$ cat config.mk
export PLATFORM = sky130hd
export DESIGN_NAME = gri_div
export DESIGN_NICKNAME = d
export VERILOG_FILES = /design/src/rtl/gri_pkg.sv /design/src/rtl/gri_div.sv
export SDC_FILE = /design/constraint.sdc
export NUM_CORES = 1
export LEC_CHECK = 0
export BUFFER_PORTS_ARGS = -buffer_cell sky130_fd_sc_hd__buf_2
export CAP_MARGIN = 10
export CORE_UTILIZATION = 45
export DETAILED_ROUTE_END_ITERATION = 7
export PLACE_DENSITY = 0.77
export REMOVE_ABC_BUFFERS = 1
export SLEW_MARGIN = 20
export SYNTH_ARGS = -nofsm -noshare
export SYNTH_HDL_FRONTEND = slang
export SYNTH_SLANG_ARGS = --single-unit
$ cat constraint.sdc
create_clock -name i_clk -period 7.2 [get_ports i_clk]
set_input_delay 1.08 -clock i_clk [delete_from_list [all_inputs] [get_ports i_clk]]
set_output_delay 1.08 -clock i_clk [all_outputs]
set_load 0.02 [all_outputs]
$ cat src/rtl/gri_pkg.sv
`default_nettype none
// ============================================================================
// gri_pkg
// Shared types and constants of the gravity-removed forward integrator.
// ============================================================================
package gri_pkg;

    localparam int unsigned N_AXES = 3;

    localparam logic [15:0] WEIGHT_RESET = 16'd64225;
    localparam logic signed [31:0] G_ONE_Q28 = 32'sd268435456;

    // Velocity step divides by 16000, position step by 1000 (both rounded).
    localparam logic [31:0] VEL_DIV = 32'd16000;
    localparam logic [31:0] POS_DIV = 32'd1000;
    localparam logic signed [57:0] VEL_BIAS = 58'sd8000;
    localparam logic signed [57:0] POS_BIAS = 58'sd500;

    // 16000 = 125 << 7 and 1000 = 125 << 3: shift first, then divide by 125
    // one byte a cycle with a reciprocal that is exact below 32000.
    localparam int unsigned VEL_SHIFT       = 7;
    localparam int unsigned POS_SHIFT       = 3;
    localparam logic [6:0]  DIV_ODD         = 7'd125;
    localparam logic [15:0] DIV_RECIP       = 16'd33555;
    localparam int unsigned DIV_RECIP_SHIFT = 22;
    localparam int unsigned DIV_DIGITS      = 7;

    localparam logic signed [63:0] VEL_MAX = 64'sd549755813887;
    localparam logic signed [63:0] VEL_MIN = -64'sd549755813888;
    localparam logic signed [63:0] POS_MAX = 64'sd36028797018963967;
    localparam logic signed [63:0] POS_MIN = -64'sd36028797018963968;

    typedef struct packed {
        logic mul;   // register the two filter products
        logic upd;   // fold products into the gravity estimate
        logic sq;    // register the squared magnitude
    } t_lane_ctl;

endpackage
`default_nettype wire

$ cat src/rtl/gri_div.sv
`default_nettype none
// ============================================================================
// gri_div
// Restoring unsigned divider, 64-bit numerator, 32-bit divisor, bit a cycle.
// ============================================================================
module gri_div
    import gri_pkg::*;
(
    input  wire logic        i_clk,
    input  wire logic        i_rst_n,
    input  wire logic        i_start,
    input  wire logic [63:0] i_num,
    input  wire logic [31:0] i_den,
    output logic             o_busy,
    output logic             o_done,
    output logic [63:0]      o_quo
);

    logic        r_busy;
    logic        r_done;
    logic [5:0]  r_cnt;
    logic [63:0] r_q;
    logic [31:0] r_den;
    logic [32:0] r_rem;

    logic [32:0] w_t;
    logic        w_take;

    assign w_t    = {r_rem[31:0], r_q[63]};
    assign w_take = (w_t >= {1'b0, r_den});

    always_ff @(posedge i_clk) begin
        if (!i_rst_n) begin
            r_busy <= 1'b0;
            r_done <= 1'b0;
            r_cnt  <= '0;
        end else begin
            r_done <= 1'b0;
            if (i_start) begin
                r_busy <= 1'b1;
                r_cnt  <= '0;
            end else if (r_busy) begin
                r_cnt <= r_cnt + 6'd1;
                if (r_cnt == 6'd63) begin
                    r_busy <= 1'b0;
                    r_done <= 1'b1;
                end
            end
        end
        if (i_start) begin
            r_q   <= i_num;
            r_den <= i_den;
            r_rem <= '0;
        end else if (r_busy) begin
            r_rem <= w_take ? (w_t - {1'b0, r_den}) : w_t;
            r_q   <= {r_q[62:0], w_take};
        end
    end

    assign o_busy = r_busy;
    assign o_done = r_done;
    assign o_quo  = r_q;

endmodule
`default_nettype wire

==> flow_summary.yaml <==
detailed_routing:
  first_pass_iters: 5
  via_count: 5661
  drt-initial-drc-count: 364
  routed_wl_um: 16900
  via_per_inst: 5.38
  wl_per_cell_um: 16.1
  detail-route-antenna-nets: 0
  drc: 0
sta:
  fmax_mhz: 303
  period_share: 0.459
  finalClockSkew_ns: 0.0100
  finalHoldViolations: 0
  setup_viol: 0
  tns_ns: 0
  worst_pin_slew_ns: 0.813
  timing.hold.ws_ns: 0.497
  rsz0062_at_grt: "no"
  slew_violations: 0
  slew_headroom: 0.458
  fin_crit_ns: 3.30
synthesis:
  yosys_warnings: 0
  synth_cell_types: 58
  ys_seq_area_frac: 0.493
  syn-instance-count: 671
  syn_avg_cell_area_um2: 11.1
  synth_flop_cell: "edfxtp_1"
  synth_common_cells: "edfxtp_1 (96), mux2_2 (64), nand2_1 (64)"
  synth_top_area_frac: 0.386
  synth.largest_area_cell: "edfxtp_1"
  synth.most_common_cell: "edfxtp_1"
  syn-cell-area_mm2: 0.00747
  ys_seq_elements: 136
  synth_edf_count: 96
  async_reset_ff_frac: 0
  netlist_top_cells_area: "edfxtp_1 (39%), dfxtp_1 (11%), mux2_2 (9.6%)"
clock_network:
  cts_max_path_buffers: 2
  clk_pin_slew_ns: 0.06
  cts_tree: "built"
  clock-sinks: 136
  htree_levels: 4
  post-cts-setup-buffer-count: 0
  clk_latency_ns: 0.43
  cts_hold_buffers: 0
  clockRootBuffer: "clkbuf_16"
  cts-resized-gates: 0
  numCtsBuffers: 17
place:
  gp_congestion: 0.820
  dpl.hpwl_um: 12100
  portBuffers: 164
status:
  outcome: "completed"
pwr:
  net-switching-power_mw: 0.653
  clkPwrFrac: 0.381
  swShare: 0.293
  pwr-share-comb: 0.190
  power_density_mw_per_mm2: 247
  p_seq_frac: 0.428
  power_leakage_nw: 3.71
  p_int_mw: 1.57
  ir_drop_v: 0.000194
critical_path:
  worstPathArrival_ns: 3.64
  cp-end-kind: "flip-flop"
  critPathRequiredTime_ns: 7.53
  critical_path_class: "flip-flop to flip-flop"
  crit_path_max_fanout: 25
  start_kind: "flip-flop"
layout:
  final_nets: 957
  n_antenna_cell: 0
  fillCellCount: 1367
  seqCellArea_mm2: 0.00368
  drive_above_1_share: 0.364
  multi_input_area_mm2: 0.00346
  areaGrowthSynthToFinish_pct: 20.6
floorplan:
  dieHeight_um: 131
  row_count: 46
  die_w_um: 131
  core-area_mm2: 0.0161
  io_pins: 165
  die_area_mm2: 0.0171
  start_util: 0.465
grt:
  grt_usage: 0.208
  grt_pass1_vias: 5499
  overflow: 0
  grt_max_degree: 84
  antenna_found_initial: 1
  grt_pass1_wl_um: 27200
worst_hold_path:
  hold_class: "flip-flop to flip-flop"
run:
  max_cap_violations: 0
[metal layers]
layer,track usage,share of wire,vias to the layer above
met4,0.0696,0.014,2
met3,0.0713,0.077,20
met1,0.247,0.42,2664
li1,-,-,2785
met5,0,0.00077,-
met2,0.354,0.49,190
[state kept, by name (all words and copies together) (netlist names)]
signal  cells
o_quo      64
r_den      32
r_rem      32
r_cnt       6
o_busy      1
o_done      1
[per-stage QoR]
step / power (mW) / area, um^2 / worst slack [ns] / std cells / util
floorplan: 1.25 / 7300 / 3.85 / 637 / -
global placement: 1.39 / 8420 / 3.82 / 1020 / 0.525
detailed placement: 1.39 / 8420 / 3.72 / 1020 / 0.525
CTS: 2.25 / 8990 / 3.73 / 1052 / 0.560
global route: 2.32 / 9010 / 3.62 / 1053 / 0.561
finish: 2.23 / 9010 / 3.90 / 1053 / 0.561
[layout make-up]
| class | instances | share of cell area |
|---|---|---|
| sequential | 136 | 0.409 |
| multi-input combinational | 460 | 0.385 |
| timing repair buffer | 168 | 0.0960 |
| clock buffer | 17 | 0.0472 |
| tap | 216 | 0.0300 |
| inverter | 41 | 0.0171 |
| clock inverter | 15 | 0.0161 |
[final timing paths]
kind,from,to,slack (ns),cells after the start
setup / recovery,r_den[6]$_DFFE_PP_,r_rem[6]$_SDFFE_PP0P_,3.90,11
setup reg to reg,r_den[6]$_DFFE_PP_,r_rem[6]$_SDFFE_PP0P_,3.90,11
hold reg to reg,r_cnt[5]$_SDFFE_PP0P_,r_cnt[5]$_SDFFE_PP0P_,0.50,2
hold / removal,r_cnt[5]$_SDFFE_PP0P_,r_cnt[5]$_SDFFE_PP0P_,0.50,2
[layout by cell type, fill, tap and decap left out, types with 10 or more instances in the layout]
master,n
nor2_1,52
a21oi_1,39
o21ai_0,22
edfxtp_1,96
inv_1,41
clkbuf_16,17
a21o_1,13
buf_2,163
xnor2_1,18
nand2_1,64
dfxtp_1,39
mux2_2,64
ha_1,33
nand4_1,10
nand2b_1,16
a311oi_2,22
[critical path: stages (launching register included)]
cell and delay [ns]:
edfxtp_1 0.33, inv_1 0.05, ha_1 0.36, a21oi_1 0.20
nand2_1 0.09, o2111ai_1 0.37, a21oi_2 0.12, o41a_4 0.48
a31oi_4 0.66, buf_8 0.24, nand2_1 0.08, a311oi_2 0.22
[logic make-up after synthesis]
family | Yosys count | synth area share
AOI/OAI and AO/OA | 137 | 0.149
DFF | 136 | 0.493
buffers and inverters | 75 | 0.0432
xor gates and xnor gates | 27 | 0.0317
muxes | 66 | 0.0991
adders and majority gates | 34 | 0.0579
and+or+nand+nor | 196 | 0.126
[power by group through the flow]
stage	Sequential [mW]	Clock, mW	Combinational [mW]
after detailed placement	0.969	0	0.424
after floorplan	1.02	0	0.236
after CTS	0.955	0.866	0.426
final	0.954	0.849	0.424
after global routing	0.962	0.892	0.468
after global placement	0.969	0	0.418
(Power assumes the default switching activity.)
