$ cat src/rtl/gri_pkg.sv
`default_nettype none
// ============================================================================
// gri_pkg
// Shared types and constants of the gravity-removed forward integrator.
// ============================================================================
package gri_pkg;

    localparam int unsigned N_AXES = 3;

    localparam logic [15:0] WEIGHT_RESET = 16'd64225;
    localparam logic signed [31:0] G_ONE_Q28 = 32'sd268435456;

    // Velocity step divides by 16000, position step by 1000 (both rounded).
    localparam logic [31:0] VEL_DIV = 32'd16000;
    localparam logic [31:0] POS_DIV = 32'd1000;
    localparam logic signed [57:0] VEL_BIAS = 58'sd8000;
    localparam logic signed [57:0] POS_BIAS = 58'sd500;

    // 16000 = 125 << 7 and 1000 = 125 << 3: shift first, then divide by 125
    // one byte a cycle with a reciprocal that is exact below 32000.
    localparam int unsigned VEL_SHIFT       = 7;
    localparam int unsigned POS_SHIFT       = 3;
    localparam logic [6:0]  DIV_ODD         = 7'd125;
    localparam logic [15:0] DIV_RECIP       = 16'd33555;
    localparam int unsigned DIV_RECIP_SHIFT = 22;
    localparam int unsigned DIV_DIGITS      = 7;

    localparam logic signed [63:0] VEL_MAX = 64'sd549755813887;
    localparam logic signed [63:0] VEL_MIN = -64'sd549755813888;
    localparam logic signed [63:0] POS_MAX = 64'sd36028797018963967;
    localparam logic signed [63:0] POS_MIN = -64'sd36028797018963968;

    typedef struct packed {
        logic mul;   // register the two filter products
        logic upd;   // fold products into the gravity estimate
        logic sq;    // register the squared magnitude
    } t_lane_ctl;

endpackage
`default_nettype wire

$ cat src/rtl/gri_isqrt.sv
`default_nettype none
// ============================================================================
// gri_isqrt
// Floor square root of a 64-bit value, one root bit per cycle.
// ============================================================================
module gri_isqrt
    import gri_pkg::*;
(
    input  wire logic        i_clk,
    input  wire logic        i_rst_n,
    input  wire logic        i_start,
    input  wire logic [63:0] i_rad,
    output logic             o_busy,
    output logic             o_done,
    output logic [31:0]      o_root
);

    logic        r_busy;
    logic        r_done;
    logic [4:0]  r_cnt;
    logic [63:0] r_rad;
    logic [32:0] r_rem;
    logic [31:0] r_root;

    logic [34:0] w_rem_s;
    logic [34:0] w_trial;
    logic        w_take;

    assign w_rem_s = {r_rem, r_rad[63:62]};
    assign w_trial = {1'b0, r_root, 2'b01};
    assign w_take  = (w_rem_s >= w_trial);

    always_ff @(posedge i_clk) begin
        if (!i_rst_n) begin
            r_busy <= 1'b0;
            r_done <= 1'b0;
            r_cnt  <= '0;
        end else begin
            r_done <= 1'b0;
            if (i_start) begin
                r_busy <= 1'b1;
                r_cnt  <= '0;
            end else if (r_busy) begin
                r_cnt <= r_cnt + 5'd1;
                if (r_cnt == 5'd31) begin
                    r_busy <= 1'b0;
                    r_done <= 1'b1;
                end
            end
        end
        if (i_start) begin
            r_rad  <= i_rad;
            r_rem  <= '0;
            r_root <= '0;
        end else if (r_busy) begin
            r_rad  <= {r_rad[61:0], 2'b00};
            r_rem  <= w_take ? 33'(w_rem_s - w_trial) : 33'(w_rem_s);
            r_root <= {r_root[30:0], w_take};
        end
    end

    assign o_busy = r_busy;
    assign o_done = r_done;
    assign o_root = r_root;

endmodule
`default_nettype wire

$ cat config.mk
export PLATFORM = sky130hd
export DESIGN_NAME = gri_isqrt
export DESIGN_NICKNAME = d
export VERILOG_FILES = /design/src/rtl/gri_pkg.sv /design/src/rtl/gri_isqrt.sv
export SDC_FILE = /design/constraint.sdc
export NUM_CORES = 1
export LEC_CHECK = 0
export BUFFER_PORTS_ARGS = -buffer_cell sky130_fd_sc_hd__buf_2
export CAP_MARGIN = 20
export CELL_PAD_IN_SITES_DETAIL_PLACEMENT = 1
export CELL_PAD_IN_SITES_GLOBAL_PLACEMENT = 1
export CORE_UTILIZATION = 40
export CTS_CLUSTER_DIAMETER = 150
export DETAILED_ROUTE_END_ITERATION = 10
export GPL_TIMING_DRIVEN = 0
export PLACE_DENSITY_LB_ADDON = 0.2
export SYNTH_ARGS = -nofsm -noshare
export SYNTH_HDL_FRONTEND = slang
export SYNTH_SLANG_ARGS = --single-unit
$ cat constraint.sdc
create_clock -name i_clk -period 2.9 [get_ports i_clk]
set_clock_uncertainty 0.1 [all_clocks]
set_input_delay 0.58 -clock i_clk [delete_from_list [all_inputs] [get_ports i_clk]]
set_output_delay 0.58 -clock i_clk [all_outputs]
set_load 0.05 [all_outputs]
==> impl_metrics.ini <==
[outcome]
outcome = complete, no violations

[setup_path]
r2r-start = o_root[20]$_SDFFE_PP0P_
worstPathRequired_ps = 3140
critPathCapture = r_rem[29]$_SDFFE_PP0P_
worstSetupStartpoint = o_root[20]$_SDFFE_PP0P_
r2r_end = r_rem[29]$_SDFFE_PP0P_
crit_fanout = 10
arrival_ps = 3070
rr_worst_depth = 12
critical_path_class = register to register
start_kind = register
end_kind = register
rrSetupSlack_ps = 70

[logic_synthesis]
synth_enable_flop_cells = 64
synth_nets = 841
syn_area_per_cell_um2 = 10.16
synthTopCellsByArea = edfxtp_1 (26%), dfxtp_1 (19%), mux2_2 (9.3%)
netlist.area_leader.share_pct = 25.63
synth-seq-area-share_pct = 44.86
ys_ff_latch = 136
synthCells = 738
synth_cell_types = 64
ys.flop_type = dfxtp_1
syn-cell-area_um2 = 7497
yosysWarnings = 0
yosys.area.top_type = edfxtp_1
async_flop_share_pct = 0

[sta]
max_freq_mhz = 353.2
fin_crit_sh_pct = 97.63
setup_slack_ps = 68.84
worstMarginPinSlew_ps = 941.4
finalCriticalPeriod_ps = 2831
hold_violations = 0
setup_viol = 0
relSlewSlack_pct = 37.24
rsz0062_at_grt = yes
finalMaxSlewViolations = 0

[place]
hpwl_um = 14780
port_buffers = 99
gp_routability_congestion = 0.8535
pre_cts_ws_ps = -433.8
dpl-instance-area_um2 = 8305
dp.cells = 1066

[grt]
met1_usage_pct = 26.92
grt_max_degree = 33
overflow = 0
met2_usage_pct = 38.70
met3_usage_pct = 5.559
grt_pass1_vias = 6610
grt_pass1_wl_um = 34310
busiest_layer = met2
grtUsageTotal_pct = 22.56
antenna_found_initial = 2

[cts]
cts-htree-levels = 4
numCtsBuffers = 17
cts_sinks = 136
root_buffer = clkbuf_16
cts_tree = built
clk_latency_ps = 430
cts.path.max_buffers = 2
path_clk_slew_ps = 70

[pwr]
p_leak_nw = 3.835
powerDensity_nw_per_um2 = 757.4
vdd_drop_max_v = 0.0004931

[floorplan]
die_h_um = 138.9
die_w_um = 138.9
rows = 49
io_pins = 101
start_util_pct = 41.31
fp.coreArea_um2 = 18150
fp.dieArea_um2 = 19290

[finish]
final_cells = 1122
final_area_um2 = 9671
area_growth_pct = 28.99
drive_gt1_share_pct = 37.78
fillers = 2026
final-seq-area_um2 = 3396
multiInputGateArea_um2 = 4320
final_nets = 982

[run]
maxCapViolCount = 0

[routing]
num_vias = 6202
first_pass_iters = 6
drc = 0
ant_nets = 0
vias_per_cell = 5.528
drt-initial-drc-count = 251
wirelength_um = 21830
routedWlPerCell_um = 19.46

[min_path]
hp-class = input port to register
-- per-layer routing --
layer | routed length (um) | share of wire (%)
met3 | 1064 | 4.9
met4 | 478 | 2.2
met5 | 13 | 0.060
met2 | 11100 | 51
met1 | 9177 | 42
-- layout by cell type (no fill, tap or decap), drive strengths merged, types with 8 or more instances in the layout --
master,instances
clkbuf,40
a21oi,58
dfxtp,72
buf,140
nor2,101
a211oi,31
a21o,8
mux2,62
edfxtp,64
xnor2,20
xor2,10
nor3,9
o21ai,16
nand2,26
inv,51
nand4,10
ha,36
mux2i,46
-- state kept, by name (all words and copies together), names as in the netlist --
name,cells
r_rad,64
r_rem,33
o_root,32
r_cnt,5
o_busy,1
o_done,1
-- worst max-delay path, stage by stage, from the launching register on --
cell and delay [ps]:
dfxtp_2 340, inv_2 40, ha_1 290, buf_6 130, nand4_4 90, or4_4 540, o211ai_4 220, nand3_2 90
nor3b_4 170, buf_6 140, buf_12 150, mux2i_4 190, a211oi_2 240
-- area by class of cell --
cell class	count	share of cell area [%]
Antenna cell	1	0.02588
Buffer	39	2.510
Clock inverter	14	1.617
Clock buffer	18	4.438
Timing Repair Buffer	123	6.987
Multi-Input combinational cell	519	44.68
Tap cell	229	2.963
Inverter	43	1.669
Sequential cell	136	35.11
-- power breakdown --
part           total [mW]  switching [mW]  internal, mW
Clock                2.19           0.964          1.22
Sequential           2.31           0.113          2.20
Combinational        2.82            1.53          1.30
Total                7.32            2.60          4.72
-- worst min path at each step --
stage / startpoint / to / slack (ps) / cells past startpoint
after floorplan: r_rem[31]$_SDFFE_PP0P_ / r_rem[31]$_SDFFE_PP0P_ / 370 / 2
after global placement: r_cnt[4]$_SDFFE_PP0P_ / r_cnt[4]$_SDFFE_PP0P_ / 380 / 2
after detailed placement: r_rem[31]$_SDFFE_PP0P_ / r_rem[31]$_SDFFE_PP0P_ / 400 / 2
after CTS: i_rst_n / o_busy$_SDFF_PN0_ / 260 / 2
after global routing: i_rst_n / o_busy$_SDFF_PN0_ / 300 / 2
final: i_rst_n / o_busy$_SDFF_PN0_ / 280 / 2
-- cells by family after synthesis --
family | Yosys count | share of synthesized area (%)
and+or+nand+nor | 189 | 11.67
AOI/OAI and AO/OA | 155 | 13.82
DFF | 136 | 44.86
muxes | 108 | 15.45
buffers and inverters | 84 | 4.689
adders and majority gates | 36 | 6.008
xor gates and xnor gates | 30 | 3.505
-- synthesized netlist by cell type, types with 7 or more instances --
cell,number
dfxtp_1,72
o21ai_0,14
nand2_1,26
clkbuf_1,23
nor2_1,101
xnor2_1,20
a21oi_1,57
a211oi_1,30
o21a_1,7
a21o_1,8
edfxtp_1,64
nor3_1,9
nand4_1,9
buf_2,8
xor2_1,10
ha_1,36
mux2_2,62
mux2i_1,46
inv_1,43
-- timing repair --
action                                  in CTS  in global routing
gates resized for setup                     52                 72
buffers inserted                             8                 15
endpoints found under the setup margin      98                 34
pin swaps                                   18                 25
cloned                                       2                  0
hold buffers                                 0                  0
-- through the flow --
stage	util [%]	total power, mW	hold WS (ps)	TNS (ps)
3_3_place_gp	45.77	4.457	380.1	-30230
2_1_floorplan	-	3.968	366.5	-34.93
4_1_cts	50.63	7.002	263.3	-8.429
5_1_grt	53.27	7.674	295.7	-206.8
6_report	53.29	7.324	279.0	0
3_5_place_dp	45.77	4.525	401.2	-34390
No activity file was read; power rests on OpenSTA's default activity.
