[src/rtl/gri_pkg.sv]
`default_nettype none
// ============================================================================
// gri_pkg
// Shared types and constants of the gravity-removed forward integrator.
// ============================================================================
package gri_pkg;

    localparam int unsigned N_AXES = 3;

    localparam logic [15:0] WEIGHT_RESET = 16'd64225;
    localparam logic signed [31:0] G_ONE_Q28 = 32'sd268435456;

    // Velocity step divides by 16000, position step by 1000 (both rounded).
    localparam logic [31:0] VEL_DIV = 32'd16000;
    localparam logic [31:0] POS_DIV = 32'd1000;
    localparam logic signed [57:0] VEL_BIAS = 58'sd8000;
    localparam logic signed [57:0] POS_BIAS = 58'sd500;

    // 16000 = 125 << 7 and 1000 = 125 << 3: shift first, then divide by 125
    // one byte a cycle with a reciprocal that is exact below 32000.
    localparam int unsigned VEL_SHIFT       = 7;
    localparam int unsigned POS_SHIFT       = 3;
    localparam logic [6:0]  DIV_ODD         = 7'd125;
    localparam logic [15:0] DIV_RECIP       = 16'd33555;
    localparam int unsigned DIV_RECIP_SHIFT = 22;
    localparam int unsigned DIV_DIGITS      = 7;

    localparam logic signed [63:0] VEL_MAX = 64'sd549755813887;
    localparam logic signed [63:0] VEL_MIN = -64'sd549755813888;
    localparam logic signed [63:0] POS_MAX = 64'sd36028797018963967;
    localparam logic signed [63:0] POS_MIN = -64'sd36028797018963968;

    typedef struct packed {
        logic mul;   // register the two filter products
        logic upd;   // fold products into the gravity estimate
        logic sq;    // register the squared magnitude
    } t_lane_ctl;

endpackage
`default_nettype wire

[src/rtl/gri_lane.sv]
`default_nettype none
// ============================================================================
// gri_lane
// One axis: low-pass gravity estimate in Q4.28 and its squared magnitude.
// ============================================================================
module gri_lane
    import gri_pkg::*;
(
    input  wire logic               i_clk,
    input  wire logic               i_rst_n,
    input  wire t_lane_ctl          i_ctl,
    input  wire logic        [15:0] i_weight,
    input  wire logic signed [15:0] i_sample,
    input  wire logic signed [31:0] i_g_init,
    output logic signed [31:0]      o_g,
    output logic        [63:0]      o_sq
);

    logic signed [31:0] r_g;
    logic signed [48:0] r_p1;
    logic signed [47:0] r_p2;
    logic        [63:0] r_sq;

    logic signed [16:0] w_w;
    logic        [16:0] w_iw;
    logic signed [17:0] w_iw_s;
    logic signed [29:0] w_a;
    logic signed [49:0] w_sum;
    logic        [31:0] w_mag;

    assign w_w    = signed'({1'b0, i_weight});
    assign w_iw   = 17'(18'd65536 - {2'b00, i_weight});
    assign w_iw_s = signed'({1'b0, w_iw});
    assign w_a    = signed'({i_sample, 14'b0});
    assign w_sum  = 50'(r_p1) + 50'(r_p2) + 50'sd32768;
    assign w_mag  = r_g[31] ? 32'(-r_g) : 32'(r_g);

    always_ff @(posedge i_clk) begin
        if (!i_rst_n) begin
            r_g <= i_g_init;
        end else if (i_ctl.upd) begin
            r_g <= w_sum[47:16];
        end
        if (i_ctl.mul) begin
            r_p1 <= 49'(w_w) * 49'(r_g);
            r_p2 <= 48'(w_iw_s) * 48'(w_a);
        end
        if (i_ctl.sq) begin
            r_sq <= 64'(w_mag) * 64'(w_mag);
        end
    end

    assign o_g  = r_g;
    assign o_sq = r_sq;

endmodule
`default_nettype wire

[config.mk]
export PLATFORM = sky130hd
export DESIGN_NAME = gri_lane
export DESIGN_NICKNAME = d
export VERILOG_FILES = /design/src/rtl/gri_pkg.sv /design/src/rtl/gri_lane.sv
export SDC_FILE = /design/constraint.sdc
export NUM_CORES = 2
export LEC_CHECK = 0
export BUFFER_PORTS_ARGS = -buffer_cell sky130_fd_sc_hd__clkbuf_2
export CAP_MARGIN = 20
export CORE_MARGIN = 4
export CORE_UTILIZATION = 50
export CTS_CLUSTER_SIZE = 12
export DETAILED_ROUTE_END_ITERATION = 7
export MAX_ROUTING_LAYER = met4
export PLACE_DENSITY = 0.69
export RECOVER_POWER = 50
export SYNTH_ARGS = -nofsm -noshare
export SYNTH_HDL_FRONTEND = slang
export SYNTH_SLANG_ARGS = --single-unit
[constraint.sdc]
create_clock -name i_clk -period 9.6 [get_ports i_clk]
set_input_delay 1.92 -clock i_clk [delete_from_list [all_inputs] [get_ports i_clk]]
set_output_delay 1.92 -clock i_clk [all_outputs]
set_load 0.05 [all_outputs]
==> qor.log <==
[yosys] per-instance average area after synthesis 9.33 sq um
[grt] Total GRT Usage 28.6%
[timing] RSZ-0062 raised after global routing yes
[setup_path] Top cell by count, worst path sky130_fd_sc_hd__fa_1
[grt] global-route wire length before repair 285 mm
[detailed_routing] average wire length per cell after detail routing 19.6 um
[placed_design] total placed cells including tap cells 8848
[cts] clock latency at the later pin of the worst-skew pair 0.55 ns
[setup_path] Worst Reg-to-Reg Cells 36
[setup_path] type of the worst setup path reg -> reg
[setup_path] Critical Path Fanout Max 5
[hold_path] class of the most critical hold timing path reg -> reg
[cts] hold bufs inserted after CTS 0
[layout] number of nets at the end of the flow 9411
[yosys] flip-flop and latch count after synthesis 163
[outcome] outcome complete, but fails checks
[timing] period utilisation layout 102%
[placed_design] DPL Wire Length 148 mm
[timing] Worst Slack Setup Final -0.170 ns
[timing] post-layout minimum cycle time 9.77 ns
[yosys] cell types with the largest area share after synthesis sky130_fd_sc_hd__fa_1, sky130_fd_sc_hd__ha_1, sky130_fd_sc_hd__inv_1
[yosys] async set-reset flop share out of synthesis 0%
[detailed_routing] via count 47100
[grt] vias in the first global route 52400
[layout] number of standard cells in the final layout excluding fillers 8939
[timing] remaining max-slew budget at the tightest pin -162%
[detailed_routing] post-route antenna net violation count 0
[cts] clock buffer count from CTS 17
[die] standard-cell row count 130
[outcome] violated checks capacitance limit, slew limit, setup timing
[placed_design] Placed Area 0.0693 sq mm
[yosys] Yosys top cell area share 47.2%
[yosys] most common flop cell mapped by yosys sky130_fd_sc_hd__edfxtp_1
[layout] Finished Cell Area 0.0715 sq mm
[detailed_routing] TritonRoute pass-1 iters 5
[yosys] sequential element share of the synthesized area 7.76%
[cts] CTS H-Tree Depth 4
[cts] clock tree from TritonCTS yes
[setup_path] slack of the worst reg-to-reg path -0.17 ns
[setup_path] reg-to-reg critical path startpoint o_g[8]$_DFFE_PP_
[timing] endpoints failing setup 13
[die] Core Area 0.125 sq mm
[timing] setup skew after layout 0.0334 ns
[setup_path] slowest stage cell on the critical path sky130_fd_sc_hd__fa_1
[grt] pin count of the biggest net entering global routing 69
[cts] number of buffers between clock root and the deepest sink 2
[layout] synth-to-layout area growth 13.4%
[timing] Worst Max-Slew Pin Slew 3.92 ns
[die] die height 363 um
[cts] TritonCTS Sinks 163
[grt] number of antenna violations at the first check in global routing 3
[layout] number of filler instances in the final layout 11000
[detailed_routing] violation count after the first detailed-routing iteration 2775
[timing] Highest Clock Rate 102 MHz
[detailed_routing] mean number of vias per cell 5.27
[hold_path] number of stages on the worst hold path 3
[timing] count of final max-slew check failures 227
[setup_path] Setup crit start kind flop
[detailed_routing] total detailed-routing wirelength 176 mm
[yosys] number of standard cells after synthesis 6758
[setup_path] R2R Path End o_sq[61]$_DFFE_PP_
[layout] sequential cell area 0.00489 sq mm
[die] I/O pin cnt 165
[yosys] count of cell types in the netlist 76
[yosys] leading area contributor after synthesis sky130_fd_sc_hd__fa_1
[yosys] Post-synth EDFFs 163
[run] number of max-cap violations 5
[hold_path] Hold Path Origin r_p2[47]$_DFFE_PP_
[die] effective utilization at floorplan 50.3%
[setup_path] Data required, critical path 9.89 ns
[die] area enclosed by the die boundary 0.132 sq mm
[layout] multi-input gate area in the final layout 0.0517 sq mm
[cts] clock tree root buffer cell sky130_fd_sc_hd__clkbuf_16
[die] width of the chip 363 um
[layout] fraction of final layout cells with drive strength greater than 1 14.4%
[detailed_routing] post-route DRC violation count 0
[setup_path] Worst setup EP type flop
[timing] Final Hold Fails 0
[yosys] count of synthesis-stage warnings from yosys 0
[grt] grt total ovfl 0
[yosys] cell area after synthesis 0.0631 sq mm
[hold_path] end point of the most critical hold path o_g[31]$_DFFE_PP_
[setup_path] CP arrival 10.06 ns
[placed_design] count of buffers inserted at the top-level ports 163
[setup_path] crit-path max cell delay 0.57 ns
[placed_design] routability congestion estimate from global placement 0.954
[cts] clock slew seen by the registers of the worst setup and hold paths 0.10 ns
==> cell usage after synthesis (all sizes together), types with 6 or more instances <==
cell       n
nor2b     26
nor3      30
o211ai    18
clkinv     8
a31o       8
a21o      86
clkbuf   236
xnor2    143
o21bai    17
o21a      27
nand4     16
a31oi     24
o31ai     15
a211o      6
o41ai      7
and4       8
or3        7
and2     296
nand3     37
nor2     343
edfxtp   163
nor4       8
o21ai     87
nand2b    31
inv     1800
a211oi    18
ha       581
xor2      87
fa      1487
and3      27
buf       37
or4        8
a21oi    170
nand2    805
or2        6
mux2      27
==> routing by layer <==
metal,track usage (%),up-vias,routed length (um)
li1,-,21000,-
met1,35.9,24200,71100
met2,46.6,1524,84600
met3,4.44,415,11300
met4,11.9,0,8630
met5,-,-,0
==> cell usage in the layout (no fill, tap or decap), drive strengths merged, types with 15 or more instances in the layout <==
cell    instances
nor2          343
o211ai         18
o21ai          87
o21a           27
and3           27
a21o           86
o21bai         17
nand2         805
fa           1487
clkinv         15
clkbuf        184
nand4          16
conb           27
nor2b          26
ha            581
a211oi         18
nor3           30
o31ai          15
a21oi         170
nand3          37
buf           577
inv          1808
edfxtp        163
mux2           27
a31oi          24
nand2b         31
and2          296
xnor2         143
xor2           87
==> stage by stage <==
stage	hold slack [ns]	util (%)	setup slack [ns]	setup TNS, ns
after global placement	0.855	55.2	-0.408	-3.40
final	0.856	57.0	-0.170	-1.13
after floorplan	0.754	-	-0.432	-2.26
after detailed placement	0.832	55.2	-0.491	-6.54
after global routing	0.901	57.0	-0.512	-7.12
after CTS	0.859	56.4	-0.129	-0.537
==> cell type report <==
cell class              instances  area share (%)
well taps                    1650            2.89
repair buffers                744            7.62
clock buffers                  17           0.595
multi-input cells            4539            72.3
clock inverters                15           0.231
flip-flops and latches        163            6.84
inverters                    1808            9.50
repair inverters                1          0.0105
diodes                          2         0.00700
==> worst max-delay path: cells and delay by family, from the launching register on <==
| family | cells | cell delay (ns) |
|---|---|---|
| buffers and inverters | 9 | 0.78 |
| XOR/XNOR | 2 | 0.20 |
| AND/OR/NAND/NOR | 7 | 2.11 |
| flip-flops | 1 | 0.40 |
| AO/OA/AOI/OAI | 9 | 1.68 |
| adder cells (fa/ha/maj) | 9 | 4.34 |
==> registers in the layout, summed over array words and instances (netlist names) <==
signal  flops
r_p1       34
r_p2       34
o_sq       63
o_g        32
==> worst max path at each step <==
stage	start	endpoint	slack, ns	depth (start not counted)
3_3_place_gp	o_g[2]$_DFFE_PP_	o_sq[56]$_DFFE_PP_	-0.41	34
3_5_place_dp	o_g[2]$_DFFE_PP_	o_sq[61]$_DFFE_PP_	-0.49	36
4_1_cts	o_g[8]$_DFFE_PP_	o_sq[61]$_DFFE_PP_	-0.13	35
2_1_floorplan	o_g[8]$_DFFE_PP_	o_sq[61]$_DFFE_PP_	-0.43	36
5_1_grt	o_g[2]$_DFFE_PP_	o_sq[49]$_DFFE_PP_	-0.51	37
6_report	o_g[8]$_DFFE_PP_	o_sq[61]$_DFFE_PP_	-0.17	36
==> cells by family after synthesis <==
| logic type | Yosys count | synth area share (%) |
|---|---|---|
| adder cells (fa/ha/maj) | 2068 | 58.7 |
| flip-flops | 163 | 7.76 |
| other | 2 | 0.0119 |
| XOR/XNOR | 230 | 3.24 |
| multiplexers | 30 | 0.530 |
| buffers and inverters | 2081 | 12.4 |
| AND/OR/NAND/NOR | 1655 | 11.9 |
| AO/OA/AOI/OAI | 529 | 5.43 |
==> what timing repair did <==
item / 4_1_cts / 5_1_grt
endpoints found under the setup margin: 28 / 31
setup buffers: 38 / 29
pin swaps: 77 / 114
gates cloned: 1 / 0
gates resized for setup: 132 / 164
Power is not shown: default switching activity piles up to over one toggle a cycle in this logic, so the estimate is an artifact.
